## src/hdl/odic_pkg.sv

```systemverilog
// shared types and constants of the one-dimensional image convolver
package odic_pkg;

  localparam int MAX_WIDTH_DEF = 1024;
  localparam int HALF_MAX_DEF  = 3;
  localparam int COEF_FRAC     = 14;
  localparam int MAX_HEIGHT    = 1024;
  localparam int ROW_W         = $clog2(MAX_HEIGHT);
  localparam int PIX_W         = 24;
  localparam int CH_W          = 8;
  localparam int COEF_W        = 16;
  localparam int DIM_W         = 11;
  localparam int CFG_IDX_W     = 3;
  localparam int CFG_DATA_W    = 64;
  localparam int QUEUE_DEPTH   = 4;
  localparam int QCNT_W        = $clog2(QUEUE_DEPTH + 1);

  localparam logic CMD_PIXEL = 1'b0;
  localparam logic CMD_DRAIN = 1'b1;

  typedef enum logic [CFG_IDX_W-1:0] {
    REG_WIDTH     = 3'd0,
    REG_HEIGHT    = 3'd1,
    REG_DIRECTION = 3'd2,
    REG_HALF      = 3'd3,
    REG_COEF_LO   = 3'd4,
    REG_COEF_HI   = 3'd5
  } reg_idx_e;

  typedef struct packed {
    logic                  we;
    logic [CFG_IDX_W-1:0]  idx;
    logic [CFG_DATA_W-1:0] data;
  } cfg_wr_t;

  typedef struct packed {
    logic [QCNT_W-1:0] count;
    logic              not_empty;
  } q_stat_t;

endpackage

```

## src/hdl/odic_queue.sv

```systemverilog
// short job queue between front and back
module odic_queue #(
  parameter int W = 169
) (
  input  logic              clk_i,
  input  logic              rst_ni,
  input  logic              push_i,
  input  logic [W-1:0]      data_i,
  input  logic              pop_i,
  output logic [W-1:0]      data_o,
  output odic_pkg::q_stat_t stat_o
);

  localparam int DEPTH = odic_pkg::QUEUE_DEPTH;
  localparam int PTW   = $clog2(DEPTH);
  localparam int CNW   = odic_pkg::QCNT_W;

  logic [W-1:0]   mem_q [DEPTH];
  logic [PTW-1:0] wptr_q, rptr_q;
  logic [CNW-1:0] count_q;

  always_ff @(posedge clk_i or negedge rst_ni) begin
    if (!rst_ni) begin
      wptr_q  <= '0;
      rptr_q  <= '0;
      count_q <= '0;
    end else begin
      if (push_i) begin
        wptr_q <= (wptr_q == PTW'(DEPTH - 1)) ? '0 : wptr_q + 1'b1;
      end
      if (pop_i) begin
        rptr_q <= (rptr_q == PTW'(DEPTH - 1)) ? '0 : rptr_q + 1'b1;
      end
      count_q <= count_q + CNW'(push_i) - CNW'(pop_i);
    end
  end

  always_ff @(posedge clk_i) begin
    if (push_i) begin
      mem_q[wptr_q] <= data_i;
    end
  end

  assign data_o           = mem_q[rptr_q];
  assign stat_o.count     = count_q;
  assign stat_o.not_empty = (count_q != '0);

  a_no_overflow: assert property (@(posedge clk_i) disable iff (!rst_ni)
    (push_i && !pop_i) |-> (32'(count_q) < DEPTH))
    else $error("queue overflow");

endmodule

```

## config.mk

```make
export PLATFORM = sky130hd
export DESIGN_NAME = odic_queue
export DESIGN_NICKNAME = d
export VERILOG_FILES = /design/src/hdl/odic_pkg.sv /design/src/hdl/odic_queue.sv
export SDC_FILE = /design/constraint.sdc
export NUM_CORES = 1
export LEC_CHECK = 0
export BUFFER_PORTS_ARGS = -buffer_cell sky130_fd_sc_hd__buf_2
export CAP_MARGIN = 0
export CELL_PAD_IN_SITES_DETAIL_PLACEMENT = 1
export CELL_PAD_IN_SITES_GLOBAL_PLACEMENT = 2
export CORE_ASPECT_RATIO = 1.4
export CORE_UTILIZATION = 45
export DETAILED_ROUTE_END_ITERATION = 6
export PLACE_DENSITY = 0.91
export SETUP_SLACK_MARGIN = 0.2
export SYNTH_ARGS = -nofsm -noshare
export SYNTH_HDL_FRONTEND = slang
export SYNTH_SLANG_ARGS = --single-unit
export TNS_END_PERCENT = 20
```

## constraint.sdc

```tcl
create_clock -name clk_i -period 7 [get_ports clk_i]
set_clock_uncertainty 0.15 [all_clocks]
set_input_delay 1.4 -clock clk_i [delete_from_list [all_inputs] [get_ports clk_i]]
set_output_delay 1.4 -clock clk_i [all_outputs]
set_load 0.03 [all_outputs]
```

==> impl_metrics.toml, run 1 <==
[timing]
rsz0062_at_grt = "no"
setup_tns_ns = 0
fin_crit_ns = 4.70
maxSlewViolCount = 0
hold_viol_final = 0
worst_pin_slew_ns = 1.10
fin_crit_sh = 0.672
relSlewSlack = 0.269
fmax_mhz = 213
setup_violations = 0

[global_routing]
grt_usage = 0.184
grt_first_pass_wirelength_um = 76600
grtUsageMet3 = 0.0460
grt_use_met1 = 0.224
antenna_found_initial = 15
grt_pass1_vias = 12300
grt_use_met2 = 0.315
grt.overflow.total = 0
grt_max_degree = 103
gr-max-usage-layer = "met2"

[worst_setup_path]
reg2reg_slack_ns = 4.39
cp_top_family = "flip-flops"
reg2reg_depth = 4
reg2reg_to = "mem_q[1][129]$_DFFE_PP_"
worstSetupPathType = "flop to output pin"
cp.required_ns = 5.45
critPathBufInv = 2
critPathLaunchType = "flop"
slowest_delay_ns = 1.02
worstPathCellList = "buf_12 > mux4_2 > buf_2"
crit_slowest_cell = "dfrtp_4"
path_max_fanout = 70
cp-end-kind = "output pin"
arrival_ns = 3.15
reg2reg_from = "wptr_q[1]$_DFFE_PN0P_"

[job]
maxCapViolations = 0

[final_layout]
syn_to_final_growth_pct = 18.3
drive_gt1_frac = 0.459
mostFrequentLayoutCell = "edfxtp_1"
final_cell_mix = "edfxtp_1 (676), buf_2 (345), mux4_2 (169)"
final_nets = 1479
multiInputGateArea_um2 = 4020
fill_cells = 4724
seq_area_um2 = 20500
final_util = 0.539

[yosys]
synth_area_leaders = "edfxtp_1 (82%), mux4_2 (15%), dfrtp_1 (0.71%), buf_6 (0.50%), buf_2 (0.40%)"
synth_top_area_cell = "edfxtp_1"
ys_ff_latch = 683
syn-cell-area_um2 = 24800
yosysUniqueCellTypes = 17
synth_top_area_frac = 0.820
postSynthCellCount = 918
synth_nets = 1099
yosys_warnings = 0
yosysSeqAreaShare = 0.827
syn_avg_cell_area_um2 = 27.0

[die]
die_h_um = 280
die_x_um = 200
row_count = 101
start_util = 0.456
die-area_um2 = 56000
num_io_pins = 346
core_um2 = 54300

[drt]
drc = 0
drt-vias-per-instance = 5.33
detail_route.wl_per_cell_um = 24.8
drt-pass1-iter-count = 4
drt_iter0_drc = 572
final_antenna_net_count = 0
finalWirelength_um = 51300
vias = 11100

[worst_hold_path]
worstHoldPathType = "flop to flop"
min_delay_path_depth = 1
min_from = "count_q[2]$_DFF_PN0_"
whs_endpoint = "count_q[2]$_DFF_PN0_"

[clock_network]
cts_resized = 0
cts_setup_buffers = 0
holdBufCountCts = 0
clk_pin_slew_ns = 0.07
cts_max_level = 2
clockBufferDepth = 3
clock-root-buffer = "clkbuf_16"
clock_latency_ns = 0.60
cts_made_buffers = 60
cts_num_sinks = 683
tritoncts = "built"

[placement]
place_congestion = 0.707
port_buffers = 345
dp_hpwl_um = 31600

[status]
outcome = "completed"

[power]
ir_drop_mv = 0.272
sw_frac_of_total = 0.337
p_clk_frac = 0.250
comb_power_share = 0.325
powerDensity_nw_per_um2 = 446
seqPwrFrac = 0.426
p_switching_mw = 4.40
power.internal_mw = 8.65
p_leak_nw = 9.87
-- worst max path at each step --
stage	startpoint	depth (start not counted)	end	slack, ns
finish	rptr_q[0]$_DFFE_PN0P_	3	data_o[62]	2.30
global route	rptr_q[0]$_DFFE_PN0P_	3	data_o[62]	2.04
CTS	rptr_q[0]$_DFFE_PN0P_	3	data_o[68]	2.19
detailed placement	rptr_q[0]$_DFFE_PN0P_	3	data_o[68]	2.87
global placement	rptr_q[0]$_DFFE_PN0P_	3	data_o[62]	2.87
floorplan	push_i	1	mem_q[2][0]$_DFFE_PP_	1.05
-- synthesized netlist by cell type --
| cell | count |
|---|---|
| and2_1 | 4 |
| buf_2 | 20 |
| buf_6 | 11 |
| clkbuf_1 | 7 |
| dfrtp_1 | 7 |
| edfxtp_1 | 676 |
| fa_1 | 1 |
| ha_1 | 7 |
| inv_1 | 6 |
| mux2_2 | 2 |
| mux4_2 | 169 |
| nand2_1 | 1 |
| nor2_1 | 1 |
| o21ai_0 | 2 |
| or3_1 | 1 |
| or3b_2 | 1 |
| xnor2_1 | 2 |
-- per-layer routing --
layer | share of wire | vias to the layer above
li1 | - | 4746
met4 | 0.033 | 8
met2 | 0.52 | 358
met3 | 0.060 | 101
met5 | 0.0010 | -
met1 | 0.38 | 5849
-- cells by family after synthesis --
| family | count (synthesis) | share of synthesized area |
|---|---|---|
| AOI/OAI and AO/OA | 2 | 0.000404 |
| xor gates and xnor gates | 2 | 0.000708 |
| adders and majority gates | 8 | 0.00435 |
| buffers and inverters | 44 | 0.0110 |
| DFF | 683 | 0.827 |
| muxes | 171 | 0.155 |
| and+or+nand+nor | 8 | 0.00192 |
-- layout make-up --
cell class | instances | share of cell area
clock buffers | 74 | 0.0538
repair buffers | 356 | 0.0648
well taps | 721 | 0.0308
multi-input cells | 191 | 0.137
diodes | 10 | 0.000855
inverters | 6 | 0.000769
flip-flops and latches | 683 | 0.699
clock inverters | 33 | 0.0122
-- stage by stage --
step                      std cells  cell area (um^2)  total power [mW]  hold slack, ns  setup WS [ns]
after floorplan                 918             24800              8.79           0.425           1.05
after global placement         1957             27300              9.86           0.339           2.87
after detailed placement       1957             27300              9.98           0.363           2.87
after CTS                      2064             29300              13.3           0.376           2.19
after global routing           2074             29300              13.6           0.384           2.04
final                          2074             29300              13.1           0.373           2.30
-- state kept, by name, summed over array words and instances, names as in the netlist --
name / cells
count_q: 3
rptr_q: 2
wptr_q: 2
mem_q: 676
-- worst reg2reg max path: cells and delay by family, from the launching register on --
| kind | cells | cell delay (ns) |
|---|---|---|
| buffers and inverters | 2 | 0.85 |
| and+or+nand+nor | 1 | 0.63 |
| DFF | 1 | 0.40 |
| adders and majority gates | 1 | 0.15 |
-- power by group through the flow --
stage | clock [mW] | combinational, mW | sequential (mW)
5_1_grt | 3.45 | 4.47 | 5.63
3_3_place_gp | 0 | 4.26 | 5.60
3_5_place_dp | 0 | 4.31 | 5.66
4_1_cts | 3.34 | 4.34 | 5.58
2_1_floorplan | 0 | 3.25 | 5.54
6_report | 3.26 | 4.24 | 5.56
Note: power is estimated with default switching activity, not from simulation.
==> run 2: changes to the inputs <==
--- a/config.mk
+++ b/config.mk
@@ -10,9 +10,9 @@
 export CELL_PAD_IN_SITES_DETAIL_PLACEMENT = 1
 export CELL_PAD_IN_SITES_GLOBAL_PLACEMENT = 2
 export CORE_ASPECT_RATIO = 1.4
-export CORE_UTILIZATION = 45
+export CORE_UTILIZATION = 41
 export DETAILED_ROUTE_END_ITERATION = 6
-export PLACE_DENSITY = 0.91
+export PLACE_DENSITY = 0.88
 export SETUP_SLACK_MARGIN = 0.2
 export SYNTH_ARGS = -nofsm -noshare
 export SYNTH_HDL_FRONTEND = slang
==> constraint.sdc (replaced) <==
create_clock -name clk_i -period 4.1 [get_ports clk_i]
set_clock_uncertainty 0.15 [all_clocks]
set_input_delay 0.82 -clock clk_i [delete_from_list [all_inputs] [get_ports clk_i]]
set_output_delay 0.82 -clock clk_i [all_outputs]
set_load 0.03 [all_outputs]
==> run 2 against run 1 <==
First-iteration DRC count decreased by 3.7%. Cell area is 2.2% higher. Non-clock buffer count is 36 higher. Register-to-register slack got worse by 2.6 ns. Sequential share of layout area is 1.5 points lower. Hold slack worse by 0.080 ns. Sequential power rose by 69%. Critical path type unchanged. Largest power group unchanged.
==> impl_metrics.toml, run 2 (synthesis gave the netlist of run 1 again) <==
[timing]
rsz0062_at_grt = "no"
hold_viol_final = 0
maxSlewViolCount = 0
fmax_mhz = 276
worst_pin_slew_ns = 0.824
setup_slack_ns = 0.471
fin_crit_ns = 3.63
fin_crit_sh = 0.885
setup_tns_ns = 0
setup_violations = 0
relSlewSlack = 0.450

[status]
outcome = "completed"

[die]
die_x_um = 210
core_um2 = 59700
die-area_um2 = 61400
row_count = 106
start_util = 0.415
die_h_um = 293
num_io_pins = 346

[drt]
wl_met2_um = 28600
drt-met1-wl_um = 20100
detail_route.wl_per_cell_um = 25.2
final_antenna_net_count = 0
drc = 0
drt_iter0_drc = 551
top_layer = "met5"
finalWirelength_um = 54100
drt-pass1-iter-count = 5
vias = 11200
wl_met3_um = 3530
drt-vias-per-instance = 5.22

[clock_network]
cts_made_buffers = 66
clock_latency_ns = 0.59
clk_pin_slew_ns = 0.06
cts_num_sinks = 683
clock-root-buffer = "clkbuf_16"
cts_max_level = 3
tritoncts = "built"
clockBufferDepth = 3

[placement]
dp_slack_ns = 1.05
port_buffers = 345
dp_hpwl_um = 35500
place_congestion = 0.770

[power]
total_power_mw = 23.1
powerDensity_nw_per_um2 = 771
ir_drop_mv = 0.665
p_leak_nw = 10.2

[final_layout]
syn_to_final_growth_pct = 20.9
seq_area_um2 = 20500
largest_reg_flops = 676
final_util = 0.502
top_regs = "mem_q: 676 flops, count_q: 3 flops"
final_nets = 1521
fill_cells = 5304
mostFrequentLayoutCell = "edfxtp_1"
drive_gt1_frac = 0.478
largest_register = "mem_q"
final_cell_mix = "edfxtp_1 (676), buf_2 (345), mux4_2 (169)"
multiInputGateArea_um2 = 4020

[global_routing]
grt_usage = 0.179
grt_pass1_vias = 12600
grt_max_degree = 46
grt_first_pass_wirelength_um = 80300
grt.overflow.total = 0
antenna_found_initial = 16

[worst_setup_path]
path_max_fanout = 28
worstSetupPathType = "flop to output pin"
arrival_ns = 2.66
reg2reg_slack_ns = 1.82
critPathLaunchType = "flop"
cp.required_ns = 3.13
reg2reg_to = "mem_q[2][45]$_DFFE_PP_"
reg2reg_from = "wptr_q[0]$_DFFE_PN0P_"
reg2reg_depth = 4
cp-end-kind = "output pin"

[worst_hold_path]
worstHoldPathType = "primary input to flop"
min_from = "data_i[128]"
whs_endpoint = "mem_q[2][128]$_DFFE_PP_"
min_delay_path_depth = 1

[job]
maxCapViolations = 0
[run 2: cell count changes in the layout (fill, tap and decap cells not counted), moves of 2 or more]
cell	delta
buf_4	+25
buf_12	+10
clkbuf_16	+8
clkinv_2	-4
clkinv_8	+4
clkinv_1	-3
diode_2	-3
bufinv_16	-2
clkbuf_8	+2
[run 2: worst max-delay path by stage]
stage | start | endpoint | cells past startpoint
4_1_cts | rptr_q[0]$_DFFE_PN0P_ | data_o[72] | 3
5_1_grt | rptr_q[0]$_DFFE_PN0P_ | data_o[72] | 3
2_1_floorplan | push_i | mem_q[3][0]$_DFFE_PP_ | 1
6_report | rptr_q[0]$_DFFE_PN0P_ | data_o[72] | 3
3_3_place_gp | rptr_q[0]$_DFFE_PN0P_ | data_o[29] | 3
3_5_place_dp | rptr_q[0]$_DFFE_PN0P_ | data_o[57] | 3
[run 2: final cells by class]
cell class / count / area share
tap: 756 / 0.0316
clock buffer: 84 / 0.0602
antenna: 7 / 0.000585
multi-input combinational: 191 / 0.134
timing repair buffer: 392 / 0.0767
sequential: 683 / 0.684
inverter: 6 / 0.000752
clock inverter: 30 / 0.0116
[run 2: metrics by stage]
stage               cell area, um^2  hold slack (ns)  std cells
detailed placement            27800            0.340       2027
global placement              27800            0.334       2027
finish                        29900            0.293       2149
floorplan                     24800            0.374        918
global route                  29900            0.258       2148
CTS                           29900            0.244       2142
[run 2: what timing repair did]
action                                 CTS  global route
hold buffers                             1             0
gates resized for setup                  0             0
endpoints found under the hold margin    7             0
buffers inserted                         0             0
[run 2: per-layer routing]
layer	up-vias	GRT usage
li1	4842	-
met1	5899	0.204
met2	355	0.313
met3	102	0.0497
met4	20	0.0774
met5	-	0
[run 2: report_power, final]
part	internal, mW	switching [mW]
registers	8.93	0.457
clock network	3.51	2.50
logic	2.86	4.83
[run 2: critical path, stage by stage, from the launching register on]
cell and delay, ns:
dfrtp_4 0.93, buf_4 0.35, mux4_2 0.55, buf_2 0.21
==> run 3: changes to the inputs <==
--- a/config.mk
+++ b/config.mk
@@ -5,14 +5,15 @@
 export SDC_FILE = /design/constraint.sdc
 export NUM_CORES = 1
 export LEC_CHECK = 0
+export ABC_AREA = 1
 export BUFFER_PORTS_ARGS = -buffer_cell sky130_fd_sc_hd__buf_2
 export CAP_MARGIN = 0
 export CELL_PAD_IN_SITES_DETAIL_PLACEMENT = 1
 export CELL_PAD_IN_SITES_GLOBAL_PLACEMENT = 2
 export CORE_ASPECT_RATIO = 1.4
-export CORE_UTILIZATION = 41
+export CORE_UTILIZATION = 34
 export DETAILED_ROUTE_END_ITERATION = 6
-export PLACE_DENSITY = 0.88
+export PLACE_DENSITY = 0.87
 export SETUP_SLACK_MARGIN = 0.2
 export SYNTH_ARGS = -nofsm -noshare
 export SYNTH_HDL_FRONTEND = slang
==> run 3 against run 2 <==
Power up 6.5%. Worst setup slack better by 0.13 ns. Flip-flop and latch count unchanged. Core utilization shrank 9.8 points. Critical path type unchanged. Hold slack worse by 0.028 ns. Non-clock buffer count decreased by 14. Highest routed layer unchanged. Sequential power shrank 2%. Critical endpoint is now data_o[53]. Via count up 68%. Global-route usage is 0.53 points lower.
==> impl_metrics.toml, run 3 <==
[global_routing]
grt.overflow.total = 0
grt_max_degree = 202
grtUsageMet3 = 0.0433
antenna_found_initial = 23
gr-max-usage-layer = "met2"
grt_first_pass_wirelength_um = 114000
grt_usage = 0.173
grt_pass1_vias = 20300
grt_use_met1 = 0.192
grt_use_met2 = 0.317

[worst_setup_path]
reg2reg_to = "mem_q[0][118]$_DFFE_PP_"
worstPathCellList = "buf_12 > nand2_1 > nand3_1 > nand2_1 > buf_2"
crit_slowest_cell = "buf_12"
path_max_fanout = 201
worstSetupPathType = "flop to output pin"
critPathLaunchType = "flop"
cpMostUsedCell = "nand2_1"
cp_top_family = "buffers and inverters"
slowest_delay_ns = 0.61
cp.required_ns = 3.13
reg2reg_depth = 5
reg2reg_slack_ns = 1.65
reg2reg_from = "wptr_q[0]$_DFFE_PN0P_"
critPathBufInv = 2
cp-end-kind = "output pin"
arrival_ns = 2.53

[worst_hold_path]
min_from = "data_i[162]"
min_delay_path_depth = 1
worstHoldPathType = "primary input to flop"
whs_endpoint = "mem_q[0][162]$_DFFE_PP_"

[final_layout]
final_nets = 3217
top_regs = "mem_q: 676 flops, count_q: 3 flops"
mostFrequentLayoutCell = "nand2_1"
fill_cells = 9417
final_cell_mix = "nand2_1 (854), inv_1 (685), edfxtp_1 (676)"
largest_reg_flops = 676
syn_to_final_growth_pct = 17.7
multiInputGateArea_um2 = 5120
largest_register = "mem_q"
fin_cells = 4188
drive_gt1_frac = 0.157
seq_area_um2 = 20500

[clock_network]
cts_setup_buffers = 0
cts_made_buffers = 70
holdBufCountCts = 1
tritoncts = "built"
clk_pin_slew_ns = 0.06
cts_resized = 0
clock-root-buffer = "clkbuf_16"
cts_num_sinks = 683
clock_latency_ns = 0.60
clockBufferDepth = 3
cts_max_level = 3

[yosys]
synth_top_area_cell = "edfxtp_1"
yosysMostFrequentCell = "nand2_1"
ys_top_cells_by_count = "nand2_1 (858), inv_1 (689), edfxtp_1 (676), nand3_1 (340), buf_2 (59)"
synth_area_leaders = "edfxtp_1 (70%), nand2_1 (11%), inv_1 (9.0%), nand3_1 (5.9%), buf_2 (1.0%)"
yosysUniqueCellTypes = 16
ys.flop_type = "edfxtp_1"
yosysSeqAreaShare = 0.709
ys_ff_latch = 683
synth_top_area_frac = 0.703
syn-cell-area_um2 = 28900
syn_avg_cell_area_um2 = 10.7
synthArstFlopShare = 0.0102
yosys_warnings = 0
postSynthCellCount = 2698
synth-edff-count = 676
synth_nets = 2879

[placement]
dp_hpwl_um = 44900
dp_cells = 4051
port_buffers = 345
place_congestion = 0.735

[power]
powerDensity_nw_per_um2 = 724
p_leak_nw = 15.6
ir_drop_mv = 0.483

[die]
row_count = 126
start_util = 0.343
die_x_um = 248
core_um2 = 84200
die-area_um2 = 86100
die_h_um = 347
num_io_pins = 346

[timing]
fin_crit_ns = 3.50
maxSlewViolCount = 0
relSlewSlack = 0.276
fmax_mhz = 285
setup_tns_ns = 0
setup_violations = 0
fin_crit_sh = 0.854
worst_pin_slew_ns = 1.09
hold_viol_final = 0
rsz0062_at_grt = "no"

[drt]
drt-pass1-iter-count = 5
drt-vias-per-instance = 4.50
final_antenna_net_count = 0
drc = 0
drt_iter0_drc = 877
detail_route.wl_per_cell_um = 17.7
finalWirelength_um = 74100
vias = 18900

[job]
maxCapViolations = 0

[status]
outcome = "completed"
[run 3: metrics by stage]
step / worst slack [ns] / power, mW / cell area, um^2 / hold WS (ns) / util
4_1_cts: 0.523 / 25.1 / 34000 / 0.199 / 0.403
3_5_place_dp: 1.16 / 18.9 / 31800 / 0.447 / 0.378
3_3_place_gp: 1.15 / 18.8 / 31800 / 0.441 / 0.378
5_1_grt: 0.421 / 26.0 / 34000 / 0.218 / 0.404
2_1_floorplan: 0.195 / 15.9 / 29000 / 0.374 / -
6_report: 0.597 / 24.6 / 34000 / 0.265 / 0.404
[run 3: worst max-delay path by stage]
| stage | cells past startpoint | to | startpoint |
|---|---|---|---|
| 6_report | 5 | data_o[53] | rptr_q[0]$_DFFE_PN0P_ |
| 5_1_grt | 5 | data_o[69] | rptr_q[0]$_DFFE_PN0P_ |
| 4_1_cts | 6 | data_o[53] | rptr_q[0]$_DFFE_PN0P_ |
| 3_5_place_dp | 4 | mem_q[0][112]$_DFFE_PP_ | push_i |
| 3_3_place_gp | 4 | mem_q[0][112]$_DFFE_PP_ | push_i |
| 2_1_floorplan | 2 | mem_q[3][0]$_DFFE_PP_ | push_i |
[run 3: cells by family after synthesis]
group	synth area share
flip-flops	0.709
adder cells (fa/ha/maj)	0.00373
AND/OR/NAND/NOR	0.171
buffers and inverters	0.116
AO/OA/AOI/OAI	0.000693
[run 3: layout make-up]
class / count / area share
well taps: 1088 / 0.0401
multi-input cells: 1212 / 0.151
inverters: 691 / 0.0773
repair buffers: 378 / 0.0659
diodes: 10 / 0.000736
flip-flops and latches: 683 / 0.603
clock buffers: 86 / 0.0533
clock inverters: 40 / 0.00931
[run 3: power by group]
group | leakage [nW] | internal [mW] | switching (mW)
Sequential | 6.29 | 8.94 | 0.262
Clock | 1.04 | 3.31 | 2.71
Combinational | 8.24 | 2.35 | 7.03
[run 3: metal layers]
layer | routed length (um) | vias up
li1 | - | 9100
met1 | 29100 | 9210
met2 | 38600 | 376
met3 | 4330 | 147
met4 | 1920 | 28
met5 | 175 | -
